[config.mk]
export PLATFORM = sky130hd
export DESIGN_NAME = positional_list_engine_flat
export DESIGN_NICKNAME = d
export VERILOG_FILES = /design/src/hdl/ple_pkg.sv /design/src/hdl/ple_stream_if.sv /design/src/hdl/ple_cell.sv /design/src/hdl/positional_list_engine.sv /design/src/flat_wrapper.sv
export VERILOG_INCLUDE_DIRS = /design/src /design/src/hdl
export SDC_FILE = /design/constraint.sdc
export NUM_CORES = 1
export LEC_CHECK = 0
export BUFFER_PORTS_ARGS = -buffer_cell sky130_fd_sc_hd__buf_2
export CELL_PAD_IN_SITES_DETAIL_PLACEMENT = 1
export CELL_PAD_IN_SITES_GLOBAL_PLACEMENT = 1
export CORE_MARGIN = 2
export CORE_UTILIZATION = 50
export CTS_CLUSTER_SIZE = 28
export DETAILED_ROUTE_END_ITERATION = 8
export PLACE_DENSITY_LB_ADDON = 0.1
export SLEW_MARGIN = 40
export SYNTH_ARGS = -nofsm -noshare
export SYNTH_HDL_FRONTEND = slang
export SYNTH_SLANG_ARGS = --single-unit
[constraint.sdc]
create_clock -name clk -period 15.3 [get_ports clk]
set_input_delay 2.295 -clock clk [delete_from_list [all_inputs] [get_ports clk]]
set_output_delay 2.295 -clock clk [all_outputs]
set_load 0.02 [all_outputs]
[src/hdl/positional_list_engine_macros.svh]
// Assertion macros shared by the positional list engine RTL.
// Depends on nothing; included inside module bodies before the logic.
`ifndef POSITIONAL_LIST_ENGINE_MACROS_SVH
`define POSITIONAL_LIST_ENGINE_MACROS_SVH

// Same-cycle implication, sampled on the rising clock edge, off during reset.
`define PLE_ASSERT_IMP(label, clk, rst_n, ante, cons, msg) \
	label: assert property (@(posedge clk) disable iff (!rst_n) (ante) |-> (cons)) \
		else $error(msg);

// Next-cycle implication, sampled on the rising clock edge, off during reset.
`define PLE_ASSERT_NXT(label, clk, rst_n, ante, cons, msg) \
	label: assert property (@(posedge clk) disable iff (!rst_n) (ante) |=> (cons)) \
		else $error(msg);

`endif

[src/hdl/ple_pkg.sv]
// Package for the positional list engine: request and response types,
// request, status and cell operation codes. Depends on nothing.
package ple_pkg;

	localparam logic [2:0] REQ_INSERT    = 3'd0;
	localparam logic [2:0] REQ_DEL_FIRST = 3'd1;
	localparam logic [2:0] REQ_DEL_LAST  = 3'd2;
	localparam logic [2:0] REQ_DEL_AT    = 3'd3;
	localparam logic [2:0] REQ_DISPLAY   = 3'd4;

	localparam logic [1:0] ST_OK    = 2'd0;
	localparam logic [1:0] ST_EMPTY = 2'd1;
	localparam logic [1:0] ST_RANGE = 2'd2;
	localparam logic [1:0] ST_FULL  = 2'd3;

	// What every cell of the chain does at a clock edge.
	localparam logic [1:0] CELL_HOLD   = 2'd0;
	localparam logic [1:0] CELL_INSERT = 2'd1;
	localparam logic [1:0] CELL_REMOVE = 2'd2;
	localparam logic [1:0] CELL_ROTATE = 2'd3;

	typedef struct packed {
		logic [2:0]         req_type;
		logic [4:0]         position;
		logic signed [31:0] value;
	} req_t;

	typedef struct packed {
		logic [1:0]         status;
		logic signed [31:0] element;
		logic [4:0]         length;
		logic               last;
	} rsp_t;

endpackage

[src/hdl/ple_stream_if.sv]
// Valid/ready stream interface used for the request and response channels.
// The payload type is set per instance; depends on nothing else.
interface ple_stream_if #(parameter type payload_t = logic);
	logic     valid;
	logic     ready;
	payload_t data;

	modport source (output valid, output data, input ready);
	modport sink (input valid, input data, output ready);
endinterface

[src/hdl/ple_cell.sv]
// One storage cell of the list chain: holds one element and picks its next
// value from its neighbors. Depends on ple_pkg.
module ple_cell
	import ple_pkg::*;
#(
	parameter int IDX_W = 4,
	parameter int INDEX = 0
)(
	input  logic               clk,
	input  logic [1:0]         op,
	input  logic [IDX_W-1:0]   key,
	input  logic [IDX_W-1:0]   tail,
	input  logic signed [31:0] new_val,
	input  logic signed [31:0] left_val,
	input  logic signed [31:0] right_val,
	input  logic signed [31:0] head_val,
	output logic signed [31:0] val
);

	localparam logic [IDX_W-1:0] MY_IDX = IDX_W'(INDEX);

	logic signed [31:0] val_q;
	logic signed [31:0] val_nxt;

	always_comb begin
		val_nxt = val_q;
		case (op)
			CELL_INSERT: begin
				if (MY_IDX == key) begin
					val_nxt = new_val;
				end else if (MY_IDX > key) begin
					val_nxt = left_val;
				end
			end
			CELL_REMOVE: begin
				if (MY_IDX >= key) begin
					val_nxt = right_val;
				end
			end
			CELL_ROTATE: begin
				if (MY_IDX == tail) begin
					val_nxt = head_val;
				end else begin
					val_nxt = right_val;
				end
			end
			default: begin
				val_nxt = val_q;
			end
		endcase
	end

	always_ff @(posedge clk) begin
		val_q <= val_nxt;
	end

	assign val = val_q;

endmodule

[src/hdl/positional_list_engine.sv]
// Top level of the positional list engine: request decode, the cell chain
// and the response register. Depends on ple_pkg, ple_stream_if, ple_cell and
// positional_list_engine_macros.svh.
//
// The list lives in a row of DEPTH cells in list order, cell 0 holding the
// first element. Insert and delete requests are decoded in the cycle of
// their transfer; at that same edge every cell behind the touched position
// takes its neighbor's value, the count is updated and a single response is
// registered. A display request rotates the chain by one place per cycle,
// sending cell 0 out as a response, and stretches while the response side
// stalls; after one turn per element the chain is back in order. A new
// request is taken only when no display is in progress and the response
// register is empty or being drained in the same cycle. A failed request
// leaves the cells and count untouched and reports why in status. Cells are
// not cleared at reset; only cells below the count are ever read, so no
// clearing pass is needed and the block is ready as soon as reset is
// released.
module positional_list_engine
	import ple_pkg::*;
#(
	parameter int DEPTH = 16
)(
	input logic           clk,
	input logic           arst_n,
	ple_stream_if.sink    req,
	ple_stream_if.source  rsp
);

	`include "positional_list_engine_macros.svh"

	localparam int IDX_W = (DEPTH > 1) ? $clog2(DEPTH) : 1;
	localparam int CNT_W = $clog2(DEPTH + 1);
	localparam int CMP_W = ((CNT_W > 5) ? CNT_W : 5) + 1;

	localparam logic S_IDLE = 1'b0;
	localparam logic S_DISP = 1'b1;

	logic               state_q;
	logic [CNT_W-1:0]   cnt_q;
	logic [CNT_W-1:0]   emit_q;
	logic               rsp_vld_q;
	rsp_t               rsp_q;

	logic               out_free;
	logic               in_xfer;
	logic [CMP_W-1:0]   pos_x;
	logic [CMP_W-1:0]   cnt_x;
	logic [1:0]         dec_stat;
	logic [1:0]         dec_op;
	logic [IDX_W-1:0]   dec_key;
	logic [CNT_W-1:0]   cnt_nxt;
	logic               dec_disp;
	logic               disp_last;
	logic [1:0]         cell_op;
	logic [IDX_W-1:0]   tail;
	logic signed [31:0] cell_val [DEPTH];

	// The response register can be loaded when it is empty or drained now.
	assign out_free = !rsp_vld_q || rsp.ready;
	assign req.ready = (state_q == S_IDLE) && out_free;
	assign in_xfer = req.valid && req.ready;

	assign pos_x = CMP_W'(req.data.position);
	assign cnt_x = CMP_W'(cnt_q);
	assign tail = IDX_W'(cnt_x - CMP_W'(1));

	// Request decode: status, chain operation, key cell and the new count.
	always_comb begin
		dec_stat = ST_OK;
		dec_op = CELL_HOLD;
		dec_key = '0;
		cnt_nxt = cnt_q;
		dec_disp = 1'b0;
		case (req.data.req_type)
			REQ_INSERT: begin
				if (pos_x == '0 || pos_x > cnt_x + CMP_W'(1)) begin
					dec_stat = ST_RANGE;
				end else if (cnt_q == CNT_W'(DEPTH)) begin
					dec_stat = ST_FULL;
				end else begin
					dec_op = CELL_INSERT;
					dec_key = IDX_W'(pos_x - CMP_W'(1));
					cnt_nxt = cnt_q + CNT_W'(1);
				end
			end
			REQ_DEL_FIRST: begin
				if (cnt_q == '0) begin
					dec_stat = ST_EMPTY;
				end else begin
					dec_op = CELL_REMOVE;
					cnt_nxt = cnt_q - CNT_W'(1);
				end
			end
			REQ_DEL_LAST: begin
				if (cnt_q == '0) begin
					dec_stat = ST_EMPTY;
				end else begin
					dec_op = CELL_REMOVE;
					dec_key = tail;
					cnt_nxt = cnt_q - CNT_W'(1);
				end
			end
			REQ_DEL_AT: begin
				if (cnt_q == '0) begin
					dec_stat = ST_EMPTY;
				end else if (pos_x == '0 || pos_x > cnt_x) begin
					dec_stat = ST_RANGE;
				end else begin
					dec_op = CELL_REMOVE;
					dec_key = IDX_W'(pos_x - CMP_W'(1));
					cnt_nxt = cnt_q - CNT_W'(1);
				end
			end
			REQ_DISPLAY: begin
				if (cnt_q == '0) begin
					dec_stat = ST_EMPTY;
				end else begin
					dec_disp = 1'b1;
				end
			end
			default: begin
				dec_stat = ST_OK;
			end
		endcase
	end

	assign disp_last = (CMP_W'(emit_q) + CMP_W'(1)) == cnt_x;

	// During a display the chain turns only when a response is sent.
	always_comb begin
		if (state_q == S_DISP) begin
			cell_op = out_free ? CELL_ROTATE : CELL_HOLD;
		end else begin
			cell_op = in_xfer ? dec_op : CELL_HOLD;
		end
	end

	// The chain of cells; the outer neighbors of the end cells never matter.
	for (genvar g = 0; g < DEPTH; g++) begin : g_cell
		logic signed [31:0] left_v;
		logic signed [31:0] right_v;

		if (g == 0) begin : g_first
			assign left_v = '0;
		end else begin : g_left
			assign left_v = cell_val[g-1];
		end

		if (g == DEPTH - 1) begin : g_end
			assign right_v = '0;
		end else begin : g_right
			assign right_v = cell_val[g+1];
		end

		ple_cell #(
			.IDX_W (IDX_W),
			.INDEX (g)
		) u_cell (
			.clk       (clk),
			.op        (cell_op),
			.key       (dec_key),
			.tail      (tail),
			.new_val   (req.data.value),
			.left_val  (left_v),
			.right_val (right_v),
			.head_val  (cell_val[0]),
			.val       (cell_val[g])
		);
	end

	// Control state: sequencer, element count, display position, valid flag.
	always_ff @(posedge clk or negedge arst_n) begin
		if (!arst_n) begin
			state_q <= S_IDLE;
			cnt_q <= '0;
			emit_q <= '0;
			rsp_vld_q <= 1'b0;
		end else begin
			if (in_xfer) begin
				cnt_q <= cnt_nxt;
			end
			if (out_free) begin
				rsp_vld_q <= (in_xfer && !dec_disp) || (state_q == S_DISP);
			end
			case (state_q)
				S_IDLE: begin
					if (in_xfer && dec_disp) begin
						state_q <= S_DISP;
						emit_q <= '0;
					end
				end
				S_DISP: begin
					if (out_free) begin
						if (disp_last) begin
							state_q <= S_IDLE;
						end else begin
							emit_q <= emit_q + CNT_W'(1);
						end
					end
				end
				default: begin
					state_q <= S_IDLE;
				end
			endcase
		end
	end

	// Response payload.
	always_ff @(posedge clk) begin
		if (out_free) begin
			if (state_q == S_DISP) begin
				rsp_q.status <= ST_OK;
				rsp_q.element <= cell_val[0];
				rsp_q.length <= 5'(cnt_q);
				rsp_q.last <= disp_last;
			end else if (in_xfer) begin
				rsp_q.status <= dec_stat;
				rsp_q.element <= '0;
				rsp_q.length <= 5'(cnt_nxt);
				rsp_q.last <= 1'b1;
			end
		end
	end

	assign rsp.valid = rsp_vld_q;
	assign rsp.data = rsp_q;

	`PLE_ASSERT_IMP(a_cnt_bound, clk, arst_n, 1'b1, cnt_q <= CNT_W'(DEPTH),
		"element count above capacity")
	`PLE_ASSERT_IMP(a_disp_nonempty, clk, arst_n, state_q == S_DISP, cnt_q != '0,
		"display running on an empty list")
	`PLE_ASSERT_IMP(a_mid_only_disp, clk, arst_n, rsp_vld_q && !rsp_q.last,
		state_q == S_DISP, "non-final response outside a display")
	`PLE_ASSERT_NXT(a_single_rsp, clk, arst_n, in_xfer && !dec_disp, rsp_vld_q,
		"no response after a single-result request")
	`PLE_ASSERT_NXT(a_cnt_hold, clk, arst_n, !in_xfer, $stable(cnt_q),
		"count changed without a request transfer")

endmodule

[src/flat_wrapper.sv]
// flat-port wrapper written by rule: the top's interface ports become plain ports
module positional_list_engine_flat import ple_pkg::*;
#(
	parameter int DEPTH = 16
)
  (clk, arst_n, req_valid, req_data, req_ready, rsp_valid, rsp_data, rsp_ready);
  ple_stream_if #(.payload_t(req_t)) req_i ();
  ple_stream_if #(.payload_t(rsp_t)) rsp_i ();
  input logic clk;
  input logic arst_n;
  input wire logic [$bits(req_i.valid)-1:0] req_valid;
  input wire logic [$bits(req_i.data)-1:0] req_data;
  output wire logic [$bits(req_i.ready)-1:0] req_ready;
  output wire logic [$bits(rsp_i.valid)-1:0] rsp_valid;
  output wire logic [$bits(rsp_i.data)-1:0] rsp_data;
  input wire logic [$bits(rsp_i.ready)-1:0] rsp_ready;
  assign req_i.valid = req_valid;
  assign req_i.data = req_data;
  assign req_ready = req_i.ready;
  assign rsp_valid = rsp_i.valid;
  assign rsp_data = rsp_i.data;
  assign rsp_i.ready = rsp_ready;
  positional_list_engine #(.DEPTH(DEPTH)) u_core (.clk(clk), .arst_n(arst_n), .req(req_i), .rsp(rsp_i));
endmodule
==> run_results.csv <==
group,metric,value,unit
logic_synthesis,netlist_instances,2941,
logic_synthesis,synthFlopType,"edfxtp_1",
clock_network,worstSkewPairLatency,0.63,ns
timing,time_the_final_worst_path_needs_with_i_o_delays_and_setup,6.61,ns
drt,drt_iter0_markers,3596,
timing,timing.final.hold_violations,0,
critical_path,crit_start_category,"input port",
floorplanning,design.portCount,86,
power_and_ir_drop,power.switching_fraction,41.9,%
clock_network,cts_root_buffer_type,"clkbuf_16",
timing,hold_ws,0.561,ns
floorplanning,start_util,50.3,%
power_and_ir_drop,p_seq_share,42.0,%
power_and_ir_drop,power.combinational.fraction,40.5,%
power_and_ir_drop,power.ir.vdd_worst,0.148,mV
logic_synthesis,ys_top_cells_by_area,"edfxtp_1 49%, o211ai_1 15%, a22oi_1 8.4%",
final_layout,syn2layout_area_growth,7.39,%
critical_path,cp-end-kind,"flop",
floorplanning,die_area,0.0694,mm2
logic_synthesis,total_standard_cell_area_after_synthesis,0.0336,mm2
logic_synthesis,yosys.cell_count.top_type,"o211ai_1",
place,finalWeightedCongestion,0.858,
floorplanning,overall_die_width,263,um
logic_synthesis,avgSynthCellArea,11.4,um2
floorplanning,coreArea,0.0669,mm2
logic_synthesis,yosysWarningCount,0,
clock_network,cts_buffers,68,
drt,drt_drc_violations_left,0,
place,dp.cells,3516,
timing,slew_of_the_pin_with_the_lowest_slew_margin,0.924,ns
timing,setup_total_negative_slack,0,ns
timing,clock-skew-final,0.0259,ns
clock_network,clkTransAtPathRegs,0.06,ns
place,io_buffer_count,85,
power_and_ir_drop,power_report.internal_total,0.00520,W
clock_network,cts_num_sinks,564,
timing,timing.fmax,0.151,GHz
power_and_ir_drop,power_per_cell_area,248,mW/mm2
final_layout,post_layout_nonfiller_instances,3647,
timing,layout_worst_path_cycle_share,43.2,%
grt,largest_net_degree_at_the_start_of_global_routing,208,
critical_path,cp.arrival,6.85,ns
critical_path,crit_type,"in -> reg",
drt,post_drt_via_cell_ratio,7.69,
logic_synthesis,yosys.area.top_type_share,49.3,%
final_layout,num_antenna_cells,0,
final_layout,final_util,54.0,%
logic_synthesis,synth_common_cells,"679 x o211ai_1, 552 x edfxtp_1, 376 x a22oi_1",
power_and_ir_drop,power.leakage,10.6,nW
timing,maxSlewViolCount,0,
final_layout,nets,2788,
timing,rsz0062_at_grt,"no",
critical_path,crit_required,15.54,ns
grt,grt_antenna_before_repair,0,
timing,setup_viol,0,
logic_synthesis,yosys_register_bits,564,
drt,routed-via-count,28100,
clock_network,tritoncts,"done",
min_path,worstHoldPathType,"reg -> reg",
final_layout,share_of_cells_above_drive_strength_1,17.1,%
logic_synthesis,number_of_enable_flip_flop_cells_after_synthesis,552,
place,detailed_place_hpwl,73.7,mm
power_and_ir_drop,total_switching_power,0.00375,W
grt,gr-total-overflow,0,
logic_synthesis,synth-async-reset-ratio,2.13,%
logic_synthesis,seq_total_area_yosys,50.2,%
logic_synthesis,post_synth_num_cell_types,76,
floorplanning,row_count,95,
clock_network,cts-hold-fix-buffers,0,
outcome,run_status,"finished, final reports clean",
flow_run,max_capacitance_violation_total,0,
grt,grt_pass1_vias,27900,
logic_synthesis,synthDominantAreaCellType,"edfxtp_1",
grt,grt_pass1_wl,181,mm
logic_synthesis,synth_nets,3005,
critical_path,worst-path-max-fanout,34,
clock_network,clk_path_buf_depth,3,
grt,grt_use_total,33.2,%
floorplanning,die_h,263,um
drt,firstDrtPassIters,6,
clock_network,post_cts_setup_repair_buffer_count,0,
timing,slew_headroom,38.4,%
power_and_ir_drop,power.clock.fraction,17.4,%
clock_network,postCtsResizedCells,0,
drt,postRouteWirelength,117,mm
drt,final_antenna_net_count,0,
clock_network,h-tree-depth,3,
drt,drt-wirelength-per-cell,32.1,um
==> layout make-up <==
| class | instances | area (um2) |
|---|---|---|
| Sequential cell | 564 | 16900 |
| Inverter | 13 | 48.8 |
| Tap cell | 873 | 1090 |
| Clock inverter | 27 | 220 |
| Timing Repair Buffer | 176 | 1300 |
| Multi-Input combinational cell | 1901 | 14700 |
| Clock buffer | 93 | 1860 |
| Fill cell | 6835 | 30800 |
==> final timing paths <==
kind	start	end	slack (ns)	cells past startpoint
worst max-delay path	req_data[34]	u_core.g_cell[14].u_cell.val[1]	8.69	13
worst min-delay path	u_core.g_cell[1].u_cell.val[18]	u_core.g_cell[0].u_cell.val[18]	0.56	1
worst max register to register	u_core.cnt_q[2]	u_core.g_cell[14].u_cell.val[1]	9.61	13
worst min register to register	u_core.g_cell[1].u_cell.val[18]	u_core.g_cell[0].u_cell.val[18]	0.56	1
max in group asynchronous	arst_n	u_core.cnt_q[0]	13.48	1
min in group asynchronous	arst_n	u_core.cnt_q[1]	1.57	1
==> sequential cells by signal, indices dropped and copies added (netlist names) <==
name	count
u_core.rsp.valid	1
u_core.g_cell.u_cell.val	512
u_core.state_q	1
u_core.cnt_q	5
u_core.emit_q	5
u_core.rsp.data	40
==> cells in the final DEF, fill, tap and decap left out, types with 13 or more instances in the layout <==
| cell | instances |
|---|---|
| a21oi_1 | 31 |
| o211ai_2 | 91 |
| a22oi_2 | 40 |
| nand2_1 | 121 |
| a22oi_1 | 376 |
| buf_2 | 85 |
| edfxtp_1 | 552 |
| ha_1 | 20 |
| buf_4 | 65 |
| o311ai_0 | 160 |
| nor2_1 | 30 |
| clkbuf_1 | 21 |
| and2_1 | 63 |
| clkinv_1 | 13 |
| buf_6 | 14 |
| nor2_2 | 19 |
| clkbuf_16 | 70 |
| a32o_1 | 32 |
| o211ai_1 | 679 |
| nand3_1 | 45 |
| a41oi_1 | 32 |
==> power groups by stage <==
stage	Clock, W	Sequential (W)	Combinational [W]
5_1_grt	0.00163	0.00383	0.00391
2_1_floorplan	0	0.00335	0.00271
3_3_place_gp	0	0.00375	0.00327
3_5_place_dp	0	0.00378	0.00346
6_report	0.00156	0.00376	0.00363
4_1_cts	0.00158	0.00377	0.00348
==> routing by layer <==
metal	routed length, um	global-route usage (%)	share of wire [%]
met1	52500	50.6	45
met2	50800	49.0	43
met3	11500	5.27	9.8
met4	2350	8.57	2.0
met5	0	0	0
==> critical path, stage by stage <==
cell	delay, ns
buf_2	0.15
ha_1	0.32
nand4_1	0.15
o21ai_0	0.12
o311ai_1	0.74
and4_1	0.75
nand2b_1	0.21
buf_4	0.45
a31oi_4	0.24
inv_2	0.11
buf_4	0.54
a21o_1	0.21
buf_4	0.48
==> kinds of logic (layout without fill, tap and decap cells) <==
group           count (synthesis)  in the layout  share of synthesized area, %
buf+inv                       476            309                          6.79
xor+xnor                       16             16                         0.416
fa+ha+maj                      20             20                         0.744
simple gates                  363            363                          5.63
flops                         564            564                          50.2
mux                             3              3                        0.0967
compound gates               1499           1499                          36.2
==> stage by stage <==
| stage | total power [W] | cell area (um2) | setup slack (ns) |
|---|---|---|---|
| CTS | 0.00882 | 36000 | 8.80 |
| global placement | 0.00702 | 33700 | 8.10 |
| floorplan | 0.00606 | 33600 | 8.26 |
| detailed placement | 0.00724 | 33900 | 8.25 |
| finish | 0.00895 | 36100 | 8.69 |
| global route | 0.00937 | 36100 | 8.58 |
No activity file was read; power rests on OpenSTA's default activity.
